$ cat src/rtl/cht_pkg.sv
`timescale 1ns / 1ps
package cht_pkg;

   localparam int KEY_W = 31;
   localparam int H_W = 17;
   localparam int KICK_W = 6;
   localparam int CSR_IDX_W = 3;
   localparam int CSR_DATA_W = 32;

   localparam logic [1:0] KIND_INSERT = 2'd0;
   localparam logic [1:0] KIND_LOOKUP = 2'd1;
   localparam logic [1:0] KIND_REMOVE = 2'd2;
   localparam logic [1:0] KIND_NOP = 2'd3;

   localparam logic [CSR_IDX_W-1:0] CSR_MULT_ONE = 3'd0;
   localparam logic [CSR_IDX_W-1:0] CSR_OFFSET_ONE = 3'd1;
   localparam logic [CSR_IDX_W-1:0] CSR_PRIME_ONE = 3'd2;
   localparam logic [CSR_IDX_W-1:0] CSR_MULT_TWO = 3'd3;
   localparam logic [CSR_IDX_W-1:0] CSR_OFFSET_TWO = 3'd4;
   localparam logic [CSR_IDX_W-1:0] CSR_PRIME_TWO = 3'd5;
   localparam logic [CSR_IDX_W-1:0] CSR_MAX_KICKS = 3'd6;

   typedef struct packed {
      logic [1:0] kind;
      logic [KEY_W-1:0] key;
   } req_type;

   typedef struct packed {
      logic found;
      logic status;
      logic [KEY_W-1:0] leftover_key;
   } rsp_type;

   typedef struct packed {
      logic [H_W-1:0] mult;
      logic [H_W-1:0] offset;
      logic [H_W-1:0] prime;
   } hash_cfg_type;

endpackage

$ cat src/rtl/cht_hash.sv
`timescale 1ns / 1ps
// Computes ((mult*key+offset) mod prime) mod TABLE_SIZE. One remainder bit per cycle;
// when TABLE_SIZE is not a power of two a second pass divides by TABLE_SIZE.
module cht_hash #(
   parameter int IDX_W = 10,
   parameter int TABLE_SIZE = 1024
) (
   input  logic clock,
   input  logic reset,
   input  logic start,
   input  cht_pkg::hash_cfg_type cfg,
   input  logic [cht_pkg::KEY_W-1:0] key,
   output logic done,
   output logic [IDX_W-1:0] index
);
   localparam int PW = cht_pkg::KEY_W + cht_pkg::H_W + 1;
   localparam int CW = $clog2(PW + 1);
   localparam bit POW2 = (TABLE_SIZE & (TABLE_SIZE - 1)) == 0;

   typedef enum logic [2:0] {
      S_IDLE = 3'b001,
      S_MUL  = 3'b010,
      S_DIV  = 3'b100
   } state_type;

   state_type state_ff, state_in;
   logic [PW-1:0] val_ff, val_in;
   logic [cht_pkg::H_W:0] rem_ff, rem_in;
   logic [CW-1:0] cnt_ff, cnt_in;
   logic [cht_pkg::H_W-1:0] div_ff, div_in;
   logic last_ff, last_in;
   logic [cht_pkg::H_W:0] shifted;
   logic [cht_pkg::H_W:0] step_rem;
   logic done_ff, done_in;
   logic [IDX_W-1:0] index_ff, index_in;

   always_comb begin
      state_in = state_ff;
      val_in = val_ff;
      rem_in = rem_ff;
      cnt_in = cnt_ff;
      div_in = div_ff;
      last_in = last_ff;
      done_in = 1'b0;
      index_in = index_ff;
      shifted = {rem_ff[cht_pkg::H_W-1:0], val_ff[PW-1]};
      if (shifted >= {1'b0, div_ff}) begin
         step_rem = shifted - {1'b0, div_ff};
      end else begin
         step_rem = shifted;
      end
      unique case (state_ff)
         S_IDLE: begin
            if (start) begin
               val_in = PW'(cfg.mult) * PW'(key);
               div_in = cfg.prime;
               last_in = POW2;
               state_in = S_MUL;
            end
         end
         S_MUL: begin
            val_in = val_ff + PW'(cfg.offset);
            rem_in = '0;
            cnt_in = CW'(PW);
            if (div_ff == '0) begin
               if (POW2) begin
                  index_in = IDX_W'(val_in);
                  done_in = 1'b1;
                  state_in = S_IDLE;
               end else begin
                  div_in = cht_pkg::H_W'(TABLE_SIZE);
                  last_in = 1'b1;
                  state_in = S_DIV;
               end
            end else begin
               state_in = S_DIV;
            end
         end
         S_DIV: begin
            val_in = {val_ff[PW-2:0], 1'b0};
            rem_in = step_rem;
            cnt_in = cnt_ff - 1'b1;
            if (cnt_ff == CW'(1)) begin
               if (last_ff) begin
                  index_in = IDX_W'(step_rem);
                  done_in = 1'b1;
                  state_in = S_IDLE;
               end else begin
                  val_in = {step_rem[cht_pkg::H_W-1:0], {(PW-cht_pkg::H_W){1'b0}}};
                  rem_in = '0;
                  cnt_in = CW'(cht_pkg::H_W);
                  div_in = cht_pkg::H_W'(TABLE_SIZE);
                  last_in = 1'b1;
               end
            end
         end
         default: state_in = S_IDLE;
      endcase
   end

   always_ff @(posedge clock) begin
      if (reset) begin
         state_ff <= S_IDLE;
         done_ff <= 1'b0;
      end else begin
         state_ff <= state_in;
         done_ff <= done_in;
      end
      val_ff <= val_in;
      rem_ff <= rem_in;
      cnt_ff <= cnt_in;
      div_ff <= div_in;
      last_ff <= last_in;
      index_ff <= index_in;
   end

   assign done = done_ff;
   assign index = index_ff;

   assert property (@(posedge clock) disable iff (reset) done |-> $past(state_ff) != S_IDLE)
      else $error("hash done without work");
   assert property (@(posedge clock) disable iff (reset)
      state_ff == S_DIV |-> cnt_ff != '0)
      else $error("divider count underflow");
   assert property (@(posedge clock) disable iff (reset)
      state_ff == S_DIV |-> rem_ff < {1'b0, div_ff})
      else $error("remainder out of range");
endmodule
$ cat config.mk
export PLATFORM = sky130hd
export DESIGN_NAME = cht_hash
export DESIGN_NICKNAME = d
export VERILOG_FILES = /design/src/rtl/cht_pkg.sv /design/src/rtl/cht_hash.sv
export SDC_FILE = /design/constraint.sdc
export NUM_CORES = 1
export LEC_CHECK = 0
export BUFFER_PORTS_ARGS = -buffer_cell sky130_fd_sc_hd__buf_2
export CAP_MARGIN = 15
export CORE_MARGIN = 3
export CORE_UTILIZATION = 66
export CTS_CLUSTER_DIAMETER = 30
export CTS_CLUSTER_SIZE = 8
export DETAILED_ROUTE_END_ITERATION = 10
export GPL_TIMING_DRIVEN = 0
export HOLD_SLACK_MARGIN = 0.03
export PLACE_DENSITY = 0.84
export SYNTH_ARGS = -nofsm -noshare
export SYNTH_HDL_FRONTEND = slang
export SYNTH_SLANG_ARGS = --single-unit
$ cat constraint.sdc
create_clock -name clock -period 8.8 [get_ports clock]
set_input_delay 0.88 -clock clock [delete_from_list [all_inputs] [get_ports clock]]
set_output_delay 0.88 -clock clock [all_outputs]
set_load 0.1 [all_outputs]
==> run summary <==
TritonCTS Buffers - 9
Synth cell count leaders - 564 x inv_1, 436 x fa_1, 398 x nand2_1, 220 x and2_1, 158 x ha_1
Crit-path most repeated cell - fa_1
Clock Latency Late Sink - 0.36 ns
Synthesized area - 23500 µm²
Crit share post-route - 90.1%
Worst Skew - 0.00855 ns
Antenna cell count - 0
Critical Path RT - 8.90 ns
Initial DRC count - 1646
Worst-path maximum fanout - 10
Area Overhead vs Synth - 5.97%
Vias/cell - 5.98
CP endpoint kind - register
Fmax - 0.126 GHz
Synth cell types - 81
Gr usage total - 36.5%
CP delay by family, top - adder cells
Layout cells sized above 1 - 5.34%
Post_cts resized - 0
Post-CTS Setup Inserts - 0
Site row count - 68
Residual DRC count - 0
Avg Inst Size Synth - 8.83 µm²
Most area-consuming cells after synthesis - fa_1 37%, edfxtp_1 13%, inv_1 9.0%
Critical path data arrival time - 8.03 ns
Initial antenna violation count - 4
RSZ-0062 raised after global routing - no
Multi-input gate area - 17800 µm²
EDFF count, synth - 99
First-pass GRT wire length - 109 mm
Avg WL per Cell - 21.0 µm
CTS Sinks - 103
Hold_buf cts - 0
FF/Latch Area - 3050 µm²
Final Max Tran Viols - 0
Syn nets - 3342
Die width - 195 µm
H-Tree Depth - 3
Fillers - 2714
CP bufs+invs - 6
Max clock buf depth - 2
Worst-margin pin slew - 1.04 ns
CP startpoint kind - primary input
Nets - 3445
Cells after Synth - 2663
Final HPWL DP - 55.8 mm
Worst min path class - register to register
Hold Vio Cnt, Final - 0
IO buf count - 91
YS warnings - 0
Clock root buffer master - clkbuf_16
Vias - 19300
Largest net degree at the start of global routing - 33
Setup CP Type - primary input to register
Antenna viol nets, final - 0
Top-level port count - 96
CP max-delay cell - clkbuf_1
Synth top area share - 37.1%
Worst path cell trace - buf_2, clkbuf_1, nand2_1, fa_1, fa_1, fa_1, inv_1, fa_1, fa_1, inv_1, fa_1, inv_1, ha_1, buf_2, a21oi_1, o21ai_1, nand2b_1, a31oi_1, o21ai_2, o211ai_2, o41ai_2, a221oi_2, nor4b_1, or3_1
Routability Congestion - 1.01
Die Area - 37900 µm²
Slew headroom - 30.7%
Synthesized flop and latch total - 103
CTS tree - done
Clock transition at path regs - 0.07 ns
Async S/R FF share, synth - 0%
Synth area leader - fa_1
Maxcap violations - 0
Setup TNS - 0 ns
Status - completed
Final Setup Violations - 0
Initial Utilization - 67.6%
Peak per-stage delay on the critical path - 0.73 ns
Drt pass-1 iters - 7
Ys flop type - edfxtp_1
Minimum clock period - 7.93 ns
Vias in the first global route - 20400
Congestion Overflow GR - 0
Post-synthesis sequential area ratio - 13.0%
Post-Route WL - 67.7 mm
Die height - 195 µm
Top-count cell post-synth - inv_1
Core region area - 34800 µm²
layer usage:
layer  global-route usage, %  vias to the layer above  wire length, µm
met2                    57.7                     1187            30600
met4                    14.3                        6             3230
met3                    11.3                      222             8830
li1                        -                     8436                -
met1                    47.3                     9451            24900
met5                    1.40                        -              107
logic make-up (layout without fill, tap and decap cells):
group                    count (synthesis)  after routing  share of synthesized area (%)
flip-flops                             103            103                           13.0
AND/OR/NAND/NOR                        841            841                           17.2
AO/OA/AOI/OAI                          331            331                           9.42
multiplexers                             8              8                          0.340
buffers and inverters                  696            804                           11.2
adder cells (fa/ha/maj)                594            594                           45.5
XOR/XNOR                                90             90                           3.35
tightest hold or removal path, stage by stage (launching register included):
cell	delay [ns]
edfxtp_1	0.37
nand2_1	0.06
o221ai_1	0.06
placed cells by master, fill, tap and decap left out, drive strengths merged, types with 16 or more instances in the layout:
master | netlist | layout
inv | 564 | 565
and3 | 17 | 17
nand2 | 398 | 398
clkbuf | 121 | 132
nor2 | 86 | 86
and2 | 220 | 220
ha | 158 | 158
xnor2 | 48 | 48
nand4 | 20 | 20
fa | 436 | 436
buf | 11 | 103
o21ai | 88 | 88
a21o | 29 | 29
a22oi | 29 | 29
edfxtp | 99 | 99
a21oi | 89 | 89
nor3 | 16 | 16
nand3 | 33 | 33
xor2 | 42 | 42
registers in the layout, summed over array words and instances (netlist names):
name and flops:
state_ff 3, done 1, cnt_ff 6, val_ff 49, div_ff 17, index 10
rem_ff 17
layout make-up:
class                   count  share of cell area [%]
clock inverters             5                   0.427
flip-flops and latches    103                    12.2
clock buffers              11                   0.933
multi-input cells        1864                    71.6
well taps                 455                    2.28
inverters                 564                    8.49
repair buffers             92                    1.94
plain buffers             132                    2.09
path summary, 6_finish.rpt:
| check | from | end | slack, ns | depth (start not counted) |
|---|---|---|---|---|
| max reg2reg | val_ff[0] | val_ff[30] | 5.25 | 13 |
| min | val_ff[15] | val_ff[16] | 0.60 | 2 |
| min reg2reg | val_ff[15] | val_ff[16] | 0.60 | 2 |
| max | cfg[36] | val_ff[46] | 0.87 | 24 |
per-stage QoR:
step / area, µm² / instances / setup WS [ns] / hold slack (ns) / utilization (%)
after global routing: 24900 / 3226 / 0.598 / 0.613 / 71.6
after detailed placement: 24600 / 3210 / 0.707 / 0.574 / 70.7
after global placement: 24600 / 3209 / 0.776 / 0.548 / 70.6
final: 24900 / 3226 / 0.874 / 0.600 / 71.6
after floorplan: 23500 / 2663 / 1.86 / 0.514 / -
after CTS: 24900 / 3226 / 1.05 / 0.591 / 71.6
Power is not shown: default switching activity piles up to over one toggle a cycle in this logic, so the estimate is an artifact.
